$ cat config.mk
export PLATFORM = sky130hd
export DESIGN_NAME = square_tone_sweep_envelope_unit
export DESIGN_NICKNAME = d
export VERILOG_FILES = /design/src/rtl/core/stse_pkg.sv /design/src/rtl/core/stse_ctrl.sv /design/src/rtl/core/stse_dp.sv /design/src/rtl/core/square_tone_sweep_envelope_unit.sv
export SDC_FILE = /design/constraint.sdc
export NUM_CORES = 1
export LEC_CHECK = 0
export BUFFER_PORTS_ARGS = -buffer_cell sky130_fd_sc_hd__buf_2
export CELL_PAD_IN_SITES_DETAIL_PLACEMENT = 1
export CELL_PAD_IN_SITES_GLOBAL_PLACEMENT = 1
export CORE_MARGIN = 2
export CORE_UTILIZATION = 44
export DETAILED_ROUTE_END_ITERATION = 12
export GPL_TIMING_DRIVEN = 0
export PLACE_DENSITY = 0.87
export SKIP_CTS_REPAIR_TIMING = 1
export SYNTH_ARGS = -nofsm -noshare
export SYNTH_HDL_FRONTEND = slang
export SYNTH_SLANG_ARGS = --single-unit
$ cat constraint.sdc
create_clock -name clock -period 5.4 [get_ports clock]
set_input_delay 0.81 -clock clock [delete_from_list [all_inputs] [get_ports clock]]
set_output_delay 0.81 -clock clock [all_outputs]
set_load 0.02 [all_outputs]
$ cat src/rtl/core/stse_pkg.sv
// shared types and constants of the square tone sweep envelope unit
// depends on nothing; imported by the controller, datapath and top level
package stse_pkg;

   localparam int unsigned TICK_RATE  = 44100;
   localparam int unsigned SWEEP_UNIT = TICK_RATE / 128;
   localparam int unsigned ENV_UNIT   = TICK_RATE / 64;

   localparam int FREQ_W     = 11;
   localparam int VOL_W      = 4;
   localparam int LEN_W      = 17;
   localparam int CNT_W      = 16;
   localparam int REM_W      = 17;
   localparam int AMP_W      = 13;
   localparam int DUTY_W     = 4;
   localparam int LVL_W      = AMP_W + VOL_W;
   localparam int SAMPLE_W   = 16;
   localparam int PROD_W     = $clog2(TICK_RATE * 2048 + 1);
   localparam int PER_SHIFT  = 17;
   localparam int PER_W      = PROD_W - PER_SHIFT;
   localparam int EIGHTH_W   = PER_W - 3;
   localparam int WIN_W      = EIGHTH_W + DUTY_W;
   localparam int CSR_IDX_W  = 3;
   localparam int CSR_DATA_W = 13;

   localparam logic [FREQ_W:0]     FREQ_LIMIT = (FREQ_W + 1)'(2048);
   localparam logic [VOL_W-1:0]    VOL_MAX    = '1;
   localparam logic [SAMPLE_W-1:0] LEVEL_LOW  = 16'h8000;
   localparam logic [REM_W-1:0]    LEN_RELOAD = REM_W'(TICK_RATE - 1);

   // register indexes
   localparam logic [CSR_IDX_W-1:0] REG_SWEEP_PERIOD = 3'd0;
   localparam logic [CSR_IDX_W-1:0] REG_SWEEP_SHIFT  = 3'd1;
   localparam logic [CSR_IDX_W-1:0] REG_SWEEP_MODE   = 3'd2;
   localparam logic [CSR_IDX_W-1:0] REG_ENV_PERIOD   = 3'd3;
   localparam logic [CSR_IDX_W-1:0] REG_ENV_MODE     = 3'd4;
   localparam logic [CSR_IDX_W-1:0] REG_DUTY_START   = 3'd5;
   localparam logic [CSR_IDX_W-1:0] REG_DUTY_END     = 3'd6;
   localparam logic [CSR_IDX_W-1:0] REG_AMP_STEP     = 3'd7;

   localparam logic [1:0] SWEEP_UP   = 2'd0;
   localparam logic [1:0] SWEEP_DOWN = 2'd1;
   localparam logic [1:0] SWEEP_HOLD = 2'd2;
   localparam logic [1:0] ENV_DOWN   = 2'd0;
   localparam logic [1:0] ENV_UP     = 2'd1;
   localparam logic [1:0] ENV_HOLD   = 2'd2;

   localparam logic ACTION_TICK    = 1'b0;
   localparam logic ACTION_TRIGGER = 1'b1;

   typedef struct packed {
      logic              action;
      logic [FREQ_W-1:0] start_frequency;
      logic [VOL_W-1:0]  start_volume;
      logic [LEN_W-1:0]  length_ticks;
      logic              length_stop;
      logic              routed;
   } stse_req_type;

   typedef struct packed {
      logic signed [SAMPLE_W-1:0] sample;
      logic                       playing;
      logic [FREQ_W-1:0]          current_frequency;
   } stse_rsp_type;

   typedef struct packed {
      logic trigger;
      logic sweep_step;
      logic env_step;
      logic phase_step;
      logic load_out;
   } stse_cmd_type;

endpackage

$ cat src/rtl/core/stse_ctrl.sv
// sequencer of the square tone sweep envelope unit: handshakes and step commands
// depends on stse_pkg
module stse_ctrl
   import stse_pkg::*;
(
   input  logic         clock,
   input  logic         reset,
   input  logic         req_valid,
   input  logic         req_action,
   output logic         req_ready,
   output logic         rsp_valid,
   input  logic         rsp_ready,
   output stse_cmd_type cmd
);

   localparam logic [2:0] ST_IDLE  = 3'd0;
   localparam logic [2:0] ST_SWEEP = 3'd1;
   localparam logic [2:0] ST_ENV   = 3'd2;
   localparam logic [2:0] ST_PHASE = 3'd3;
   localparam logic [2:0] ST_DONE  = 3'd4;

   logic [2:0] state_ff, state_in;
   logic       rsp_valid_ff, rsp_valid_in;
   logic       out_free;
   logic       accept;
   logic       tick_accept;

   assign out_free    = !rsp_valid_ff || rsp_ready;
   assign req_ready   = (state_ff == ST_IDLE) || ((state_ff == ST_DONE) && out_free);
   assign accept      = req_valid && req_ready;
   assign tick_accept = accept && (req_action == ACTION_TICK);
   assign rsp_valid   = rsp_valid_ff;

   always_comb begin
      state_in       = state_ff;
      cmd            = '0;
      cmd.trigger    = accept && (req_action == ACTION_TRIGGER);
      unique case (state_ff)
         ST_IDLE: begin
            if (tick_accept) state_in = ST_SWEEP;
         end
         ST_SWEEP: begin
            cmd.sweep_step = 1'b1;
            state_in       = ST_ENV;
         end
         ST_ENV: begin
            cmd.env_step = 1'b1;
            state_in     = ST_PHASE;
         end
         ST_PHASE: begin
            cmd.phase_step = 1'b1;
            state_in       = ST_DONE;
         end
         ST_DONE: begin
            if (out_free) begin
               cmd.load_out = 1'b1;
               state_in     = tick_accept ? ST_SWEEP : ST_IDLE;
            end
         end
         default: state_in = ST_IDLE;
      endcase
   end

   assign rsp_valid_in = cmd.load_out ? 1'b1 : (rsp_ready ? 1'b0 : rsp_valid_ff);

   always_ff @(posedge clock) begin
      if (reset) begin
         state_ff     <= ST_IDLE;
         rsp_valid_ff <= 1'b0;
      end else begin
         state_ff     <= state_in;
         rsp_valid_ff <= rsp_valid_in;
      end
   end

   a_sweep_then_env: assert property (@(posedge clock) disable iff (reset)
      (state_ff == ST_SWEEP) |=> (state_ff == ST_ENV))
      else $error("sweep step not followed by envelope step");

   a_tick_starts_sweep: assert property (@(posedge clock) disable iff (reset)
      (req_valid && req_ready && (req_action == ACTION_TICK)) |=> (state_ff == ST_SWEEP))
      else $error("accepted tick did not start the sweep step");

   a_load_sets_valid: assert property (@(posedge clock) disable iff (reset)
      cmd.load_out |=> rsp_valid_ff)
      else $error("loaded result not presented");

endmodule

$ cat src/rtl/core/stse_dp.sv
// datapath of the square tone sweep envelope unit: settings, channel state, steps
// depends on stse_pkg; driven by stse_ctrl commands
module stse_dp
   import stse_pkg::*;
(
   input  logic                  clock,
   input  logic                  reset,
   input  stse_cmd_type          cmd,
   input  stse_req_type          req_item,
   input  logic                  csr_wr_en,
   input  logic [CSR_IDX_W-1:0]  csr_index,
   input  logic [CSR_DATA_W-1:0] csr_data,
   output stse_rsp_type          rsp_item
);

   // settings
   logic [2:0]        sweep_period_ff, sweep_shift_ff, env_period_ff;
   logic [1:0]        sweep_mode_ff, env_mode_ff;
   logic [DUTY_W-1:0] duty_start_ff, duty_end_ff;
   logic [AMP_W-1:0]  amp_step_ff;

   // channel state
   logic [FREQ_W-1:0] raw_freq_ff, raw_freq_in;
   logic [VOL_W-1:0]  volume_ff, volume_in;
   logic              channel_on_ff, channel_on_in;
   logic [CNT_W-1:0]  sweep_count_ff, sweep_count_in;
   logic [CNT_W-1:0]  env_count_ff, env_count_in;
   logic [CNT_W-1:0]  phase_count_ff, phase_count_in;
   logic [REM_W-1:0]  remaining_ff, remaining_in;
   logic              stop_at_end_ff, stop_at_end_in;
   logic              routed_ff, routed_in;

   // per-tick working registers
   logic                active_ff, active_in;
   logic                stopped_ff, stopped_in;
   logic [PROD_W-1:0]   period_prod_ff, period_prod_in;
   logic [SAMPLE_W-1:0] sample_ff, sample_in;
   stse_rsp_type        rsp_item_ff, rsp_item_in;

   logic [CNT_W-1:0]    sweep_inc, sweep_thr, env_inc, env_thr, phase_inc, phase_next;
   logic [FREQ_W-1:0]   delta;
   logic [FREQ_W:0]     freq_sum;
   logic [PER_W-1:0]    period;
   logic [EIGHTH_W-1:0] eighth;
   logic [WIN_W-1:0]    win_lo, win_hi;
   logic [LVL_W-1:0]    level_prod;
   logic [SAMPLE_W-1:0] level_sat;
   logic                high;

   assign sweep_inc  = sweep_count_ff + 1'b1;
   assign sweep_thr  = CNT_W'(SWEEP_UNIT * int'(sweep_period_ff));
   assign env_inc    = env_count_ff + 1'b1;
   assign env_thr    = CNT_W'(ENV_UNIT * int'(env_period_ff));
   assign delta      = (sweep_shift_ff != 3'd0) ? (raw_freq_ff >> sweep_shift_ff) : '0;
   assign freq_sum   = {1'b0, raw_freq_ff} + {1'b0, delta};
   assign period     = period_prod_ff[PROD_W-1:PER_SHIFT];
   assign eighth     = period[PER_W-1:3];
   assign win_lo     = WIN_W'(eighth) * WIN_W'(duty_start_ff);
   assign win_hi     = WIN_W'(eighth) * WIN_W'(duty_end_ff);
   assign phase_inc  = phase_count_ff + 1'b1;
   assign phase_next = (phase_inc >= CNT_W'(period)) ? '0 : phase_inc;
   assign level_prod = LVL_W'(amp_step_ff) * LVL_W'(volume_ff);
   assign level_sat  = (level_prod > LVL_W'(65535)) ? '1 : level_prod[SAMPLE_W-1:0];
   assign high       = (phase_next >= CNT_W'(win_lo)) && (phase_next < CNT_W'(win_hi))
                       && (volume_ff != '0);

   always_comb begin
      raw_freq_in    = raw_freq_ff;
      volume_in      = volume_ff;
      channel_on_in  = channel_on_ff;
      sweep_count_in = sweep_count_ff;
      env_count_in   = env_count_ff;
      phase_count_in = phase_count_ff;
      remaining_in   = remaining_ff;
      stop_at_end_in = stop_at_end_ff;
      routed_in      = routed_ff;
      active_in      = active_ff;
      stopped_in     = stopped_ff;
      period_prod_in = period_prod_ff;
      sample_in      = sample_ff;
      rsp_item_in    = rsp_item_ff;

      if (cmd.trigger) begin
         raw_freq_in    = req_item.start_frequency;
         volume_in      = req_item.start_volume;
         remaining_in   = REM_W'(req_item.length_ticks);
         stop_at_end_in = req_item.length_stop;
         routed_in      = req_item.routed;
         channel_on_in  = 1'b1;
         sweep_count_in = '0;
         env_count_in   = '0;
         phase_count_in = '0;
      end

      if (cmd.sweep_step) begin
         active_in  = channel_on_ff && routed_ff;
         stopped_in = 1'b0;
         if (channel_on_ff && routed_ff && (sweep_period_ff != 3'd0)) begin
            sweep_count_in = sweep_inc;
            if (sweep_inc >= sweep_thr) begin
               sweep_count_in = '0;
               if (sweep_mode_ff == SWEEP_UP) begin
                  if (freq_sum >= FREQ_LIMIT) begin
                     volume_in     = '0;
                     channel_on_in = 1'b0;
                     stopped_in    = 1'b1;
                  end else begin
                     raw_freq_in = freq_sum[FREQ_W-1:0];
                  end
               end else if (sweep_mode_ff == SWEEP_DOWN) begin
                  raw_freq_in = raw_freq_ff - delta;
               end
            end
         end
      end

      if (cmd.env_step) begin
         period_prod_in = PROD_W'(TICK_RATE) * PROD_W'(FREQ_LIMIT - {1'b0, raw_freq_ff});
         if (active_ff && !stopped_ff && (env_period_ff != 3'd0)) begin
            env_count_in = env_inc;
            if (env_inc >= env_thr) begin
               env_count_in = '0;
               if ((env_mode_ff == ENV_DOWN) && (volume_ff != '0)) begin
                  volume_in = volume_ff - 1'b1;
               end else if ((env_mode_ff == ENV_UP) && (volume_ff != VOL_MAX)) begin
                  volume_in = volume_ff + 1'b1;
               end
            end
         end
      end

      if (cmd.phase_step) begin
         sample_in = LEVEL_LOW;
         if (active_ff && !stopped_ff) begin
            priority if (remaining_ff != '0) begin
               phase_count_in = phase_next;
               remaining_in   = remaining_ff - 1'b1;
               if (high) sample_in = level_sat + LEVEL_LOW;
            end else if (!stop_at_end_ff) begin
               remaining_in = LEN_RELOAD;
            end else begin
               channel_on_in = 1'b0;
            end
         end
      end

      if (cmd.load_out) begin
         rsp_item_in.sample            = sample_ff;
         rsp_item_in.playing           = channel_on_ff;
         rsp_item_in.current_frequency = raw_freq_ff;
      end
   end

   always_ff @(posedge clock) begin
      if (reset) begin
         sweep_period_ff <= '0;
         sweep_shift_ff  <= '0;
         sweep_mode_ff   <= SWEEP_HOLD;
         env_period_ff   <= '0;
         env_mode_ff     <= ENV_HOLD;
         duty_start_ff   <= '0;
         duty_end_ff     <= DUTY_W'(4);
         amp_step_ff     <= '0;
      end else if (csr_wr_en) begin
         unique case (csr_index)
            REG_SWEEP_PERIOD: sweep_period_ff <= csr_data[2:0];
            REG_SWEEP_SHIFT:  sweep_shift_ff  <= csr_data[2:0];
            REG_SWEEP_MODE:   sweep_mode_ff   <= csr_data[1:0];
            REG_ENV_PERIOD:   env_period_ff   <= csr_data[2:0];
            REG_ENV_MODE:     env_mode_ff     <= csr_data[1:0];
            REG_DUTY_START:   duty_start_ff   <= csr_data[DUTY_W-1:0];
            REG_DUTY_END:     duty_end_ff     <= csr_data[DUTY_W-1:0];
            REG_AMP_STEP:     amp_step_ff     <= csr_data[AMP_W-1:0];
            default: ;
         endcase
      end
   end

   always_ff @(posedge clock) begin
      if (reset) begin
         raw_freq_ff    <= '0;
         volume_ff      <= '0;
         channel_on_ff  <= 1'b0;
         sweep_count_ff <= '0;
         env_count_ff   <= '0;
         phase_count_ff <= '0;
         remaining_ff   <= '0;
         stop_at_end_ff <= 1'b0;
         routed_ff      <= 1'b0;
         active_ff      <= 1'b0;
         stopped_ff     <= 1'b0;
      end else begin
         raw_freq_ff    <= raw_freq_in;
         volume_ff      <= volume_in;
         channel_on_ff  <= channel_on_in;
         sweep_count_ff <= sweep_count_in;
         env_count_ff   <= env_count_in;
         phase_count_ff <= phase_count_in;
         remaining_ff   <= remaining_in;
         stop_at_end_ff <= stop_at_end_in;
         routed_ff      <= routed_in;
         active_ff      <= active_in;
         stopped_ff     <= stopped_in;
      end
   end

   always_ff @(posedge clock) begin
      period_prod_ff <= period_prod_in;
      sample_ff      <= sample_in;
      rsp_item_ff    <= rsp_item_in;
   end

   assign rsp_item = rsp_item_ff;

   a_overflow_silences: assert property (@(posedge clock) disable iff (reset)
      (cmd.env_step && stopped_ff) |-> (!channel_on_ff && (volume_ff == '0)))
      else $error("sweep overflow left the channel sounding");

endmodule

$ cat src/rtl/core/square_tone_sweep_envelope_unit.sv
// Pulse tone channel with frequency sweep, volume envelope and length control.
// A trigger item updates the channel state and gives no result. A tick item runs
// the sweep, envelope and phase steps on a four-step sequencer and gives one
// sample, which is loaded into the output register in the last step; the next
// item can be accepted in that last step, in the same cycle as the load. The
// single output register holds a result until it is taken, and the sequencer
// waits in its last step while that register is still full.
// depends on stse_pkg, stse_ctrl and stse_dp
module square_tone_sweep_envelope_unit
   import stse_pkg::*;
(
   input  logic                  clock,
   input  logic                  reset,
   input  logic                  req_valid,
   output logic                  req_ready,
   input  stse_req_type          req_item,
   output logic                  rsp_valid,
   input  logic                  rsp_ready,
   output stse_rsp_type          rsp_item,
   input  logic                  csr_wr_en,
   input  logic [CSR_IDX_W-1:0]  csr_index,
   input  logic [CSR_DATA_W-1:0] csr_data
);

   stse_cmd_type cmd;

   stse_ctrl u_ctrl (
      .clock      (clock),
      .reset      (reset),
      .req_valid  (req_valid),
      .req_action (req_item.action),
      .req_ready  (req_ready),
      .rsp_valid  (rsp_valid),
      .rsp_ready  (rsp_ready),
      .cmd        (cmd)
   );

   stse_dp u_dp (
      .clock     (clock),
      .reset     (reset),
      .cmd       (cmd),
      .req_item  (req_item),
      .csr_wr_en (csr_wr_en),
      .csr_index (csr_index),
      .csr_data  (csr_data),
      .rsp_item  (rsp_item)
   );

endmodule
==> summary.md <==
| Metric | Value |
|---|---|
| Result of the run | `finished with violations` |
| Failing checks | `negative setup slack` |
| Initial Utilization | `44.8%` |
| Grt met2 use | `45.3%` |
| Type of the worst setup path | `reg -> reg` |
| GR met3 Demand/Resource | `3.11%` |
| Placeable core region | `0.0357 sq mm` |
| Maximum level of the CTS H-tree | `4` |
| Overflow left after global routing | `0` |
| TritonCTS clock tree | `built` |
| Number of hold-slack violations in the final timing report | `0` |
| GR Layer Usage met1 | `30.4%` |
| Number of design rule violations left after detail routing | `0` |
| Worst Setup Start Kind | `register` |
| Mapped Cells | `1816` |
| Place WS | `-0.789 ns` |
| Final design utilization | `51.7%` |
| Crit-path slowest cell | `sky130_fd_sc_hd__fa_1` |
| Top cells by area in the synthesized netlist | `sky130_fd_sc_hd__ha_1 (19%), sky130_fd_sc_hd__dfxtp_1 (15%), sky130_fd_sc_hd__edfxtp_1 (10%)` |
| Starting DRT DRC Count | `954` |
| Critical Path, Cell by Cell | `nor3_4, nand2_2, nor4_4, buf_4, xnor2_4, ha_4, fa_1, inv_1, fa_1, fa_1, inv_2, ha_4, ha_4, ha_4, o21ai_2, o21bai_1, a41oi_2, o221a_4, o21bai_4, a21o_1, xor2_1` |
| Number of buffers on the longest clock path | `2` |
| Critical path peak fanout | `5` |
| Power Dens Cells | `437 mW/mm^2` |
| Number of search-and-repair iterations in the first detailed-routing pass | `5` |
| Endpoints failing setup | `2` |
| Delay of the slowest critical-path stage | `0.52 ns` |
| Number of distinct library cell variants in the gate-level netlist after synthesis | `84` |
| Fmax achieved | `180 MHz` |
| Avg WL per Cell | `21.3 um` |
| Crit end category | `register` |
| Number of buffers inserted during clock tree synthesis | `17` |
| Number of antenna violations at the first check in global routing | `1` |
| Number of sinks handled by clock tree synthesis | `177` |
| Family of cells with the greatest summed delay on the critical path | `adder cells` |
| Clock-pin slew on the worst setup and hold paths | `0.08 ns` |
| Worst-margin pin slew | `0.904 ns` |
| Primary flip-flop cell chosen by synthesis mapping | `sky130_fd_sc_hd__dfxtp_1` |
| Chip Width | `195 um` |
| Placer's final routability congestion estimate | `0.880` |
| Average size of a mapped cell | `8.79 sq um` |
| Area enclosed by the die boundary | `0.0378 sq mm` |
| Yosys top cell area share | `18.6%` |
| I/O pin count | `86` |
| Critical path required time | `5.60 ns` |
| Total of buffers placed on input and output ports | `81` |
| Layout cells sized above 1 | `12.5%` |
| Multi-input gate area in the final layout | `0.0115 sq mm` |
| Cell count after placement | `2362` |
| Max-slew violation count | `0` |
| Fraction of registers with async set/reset | `0%` |
| Yosys warns | `0` |
| Number of nets in the final layout | `2320` |
| Minimum clock period | `5.55 ns` |
| Finished Layout Cells | `2431` |
| Number of vias after detailed routing | `14348` |
| Synth Cell Area | `0.0160 sq mm` |
| Data arrival time of the worst path | `5.75 ns` |
| Clock tree skew after final layout | `0.0137 ns` |
| # rows | `69` |
| Reg-to-reg slack, setup | `-0.15 ns` |
| Via density | `5.90` |
| GRT Overall Usage | `25.0%` |
| Area growth syn-to-layout | `15.5%` |
| VDD IR max | `0.365 mV` |
| Number of antenna diodes | `0` |
| Number of global-route vias before repair | `14848` |
| Area leader, netlist | `sky130_fd_sc_hd__ha_1` |
| Post-DRT Antenna Nets | `0` |
| Type of the worst min-delay path | `reg -> reg` |
| Buffers and inverters on the worst path | `3` |
| Flip-flop and latch count after synthesis | `177` |
| Total of max-cap violations | `0` |
| Routed Wire Length | `51.8 mm` |
| Sequential cell area | `0.00410 sq mm` |
| RSZ-0062 raised after global routing | `yes` |
| Maximum number of pins on one net before global-route repair | `23` |
| Setup slack after layout | `-0.148 ns` |
| Floorplan die height | `195 um` |
| Post-route clock period utilization | `103%` |
| Number of filler instances in the final layout | `4146` |
| Most frequent cell on the critical path | `sky130_fd_sc_hd__ha_4` |
| Number of synthesized flops with an enable pin | `54` |
| Wire length of the first global-routing pass | `76.2 mm` |
| Library cell used as clock root buffer | `sky130_fd_sc_hd__clkbuf_16` |
| Normalized max-slew margin | `39.8%` |
| Detailed placement HPWL | `37.3 mm` |
| Sequential element share of the synthesized area | `25.6%` |
| Busiest grt layer | `met2` |
| Cell leakage power | `0.00835 uW` |
| Clock latency of the later-clocked register in the worst-skew pair | `0.45 ns` |
## logic make-up after synthesis
group / Yosys count / share of synthesized area [%]
other: 1 / 0.0235
muxes: 47 / 3.04
and+or+nand+nor: 587 / 18.1
xor gates and xnor gates: 105 / 5.76
DFF: 177 / 25.6
adders and majority gates: 307 / 27.3
buffers and inverters: 248 / 5.97
AOI/OAI and AO/OA: 344 / 14.2
## Yosys cell counts (all sizes together) (6+ instances only)
library cell and count:
nand3b 7, o21ai 61, or3 13, nand2 175, buf 16, o21bai 7
a2111oi 6, inv 179, xor2 33, xnor2 72, a21oi 108, nor3 27
and3 21, and2 69, o211ai 8, nand2b 17, a21o 23, nor4 19
dfxtp 123, clkbuf 51, edfxtp 54, nand4 12, nand3 48, ha 238
a211oi 10, mux2i 44, a22oi 17, fa 69, nor2 129, a31oi 9
a221oi 13, nor2b 18, o21a 21, nor3b 11, or2 7
## metal layers
metal | wire (um) | part of all wire, %
met1 | 21100 | 41
met3 | 2440 | 4.7
met2 | 26200 | 51
met5 | 0 | 0
met4 | 2040 | 3.9
## flip-flops by register name (all words and copies together) (netlist names), 2 cells and up
name                  cells
u_dp.sweep_period_ff      3
u_dp.raw_freq_ff         11
u_dp.sweep_mode_ff        2
u_dp.period_prod_ff      10
u_dp.sweep_count_ff      16
u_dp.env_period_ff        3
u_dp.phase_count_ff      16
u_dp.duty_start_ff        4
u_dp.sample_ff           16
u_dp.volume_ff            4
u_dp.rsp_item            28
u_dp.env_count_ff        16
u_dp.amp_step_ff         13
u_dp.env_mode_ff          2
u_dp.remaining_ff        17
u_dp.duty_end_ff          4
u_ctrl.state_ff           3
u_dp.sweep_shift_ff       3
## path summary, 6_finish.rpt
path | start | end | cells after the start
setup reg to reg | u_dp.raw_freq_ff[1] | u_dp.period_prod_ff[24] | 21
hold / removal | u_dp.sample_ff[8] | u_dp.rsp_item[20] | 0
setup / recovery | u_dp.raw_freq_ff[1] | u_dp.period_prod_ff[24] | 21
hold reg to reg | u_dp.sample_ff[8] | u_dp.rsp_item[20] | 0
## worst register-to-register path: cells and delay by family (launching register included)
kind	cells	cell delay (ns)
AO/OA/AOI/OAI	6	1.12
adder cells (fa/ha/maj)	7	2.47
buffers and inverters	3	0.33
AND/OR/NAND/NOR	3	0.69
XOR/XNOR	2	0.29
flip-flops	1	0.39
## power by group
| group | total (uW) | switching, uW | internal (uW) |
|---|---|---|---|
| Sequential | 1660 | 84.9 | 1570 |
| Combinational | 5140 | 2750 | 2390 |
| Clock | 1260 | 612 | 652 |
## placed cells by master, fill, tap and decap left out, types with 54 or more instances in the layout
| cell | instances |
|---|---|
| sky130_fd_sc_hd__fa_1 | 68 |
| sky130_fd_sc_hd__ha_1 | 217 |
| sky130_fd_sc_hd__edfxtp_1 | 54 |
| sky130_fd_sc_hd__buf_2 | 90 |
| sky130_fd_sc_hd__nand2_1 | 174 |
| sky130_fd_sc_hd__inv_1 | 173 |
| sky130_fd_sc_hd__and2_1 | 68 |
| sky130_fd_sc_hd__a21oi_1 | 104 |
| sky130_fd_sc_hd__xnor2_1 | 65 |
| sky130_fd_sc_hd__dfxtp_1 | 115 |
| sky130_fd_sc_hd__nor2_1 | 125 |
## layout make-up
cell class / instances / share of cell area, %
multi-input cells: 1393 / 62.4
flip-flops and latches: 177 / 22.3
repair buffers: 121 / 3.94
inverters: 181 / 3.73
well taps: 461 / 3.13
clock buffers: 17 / 2.31
plain buffers: 66 / 1.49
clock inverters: 15 / 0.801
## through the flow
stage               TNS [ns]  hold WS, ns  power (uW)  cell area [sq um]
floorplan                  0        0.400        4180              16000
global placement       -3.53        0.403        4790              17000
detailed placement     -7.85        0.406        5140              17100
CTS                    -8.51        0.424        6450              17600
global route          -0.942        0.427        8620              18400
finish                -0.250        0.423        8060              18400
Note: power is estimated with default switching activity, not from simulation.
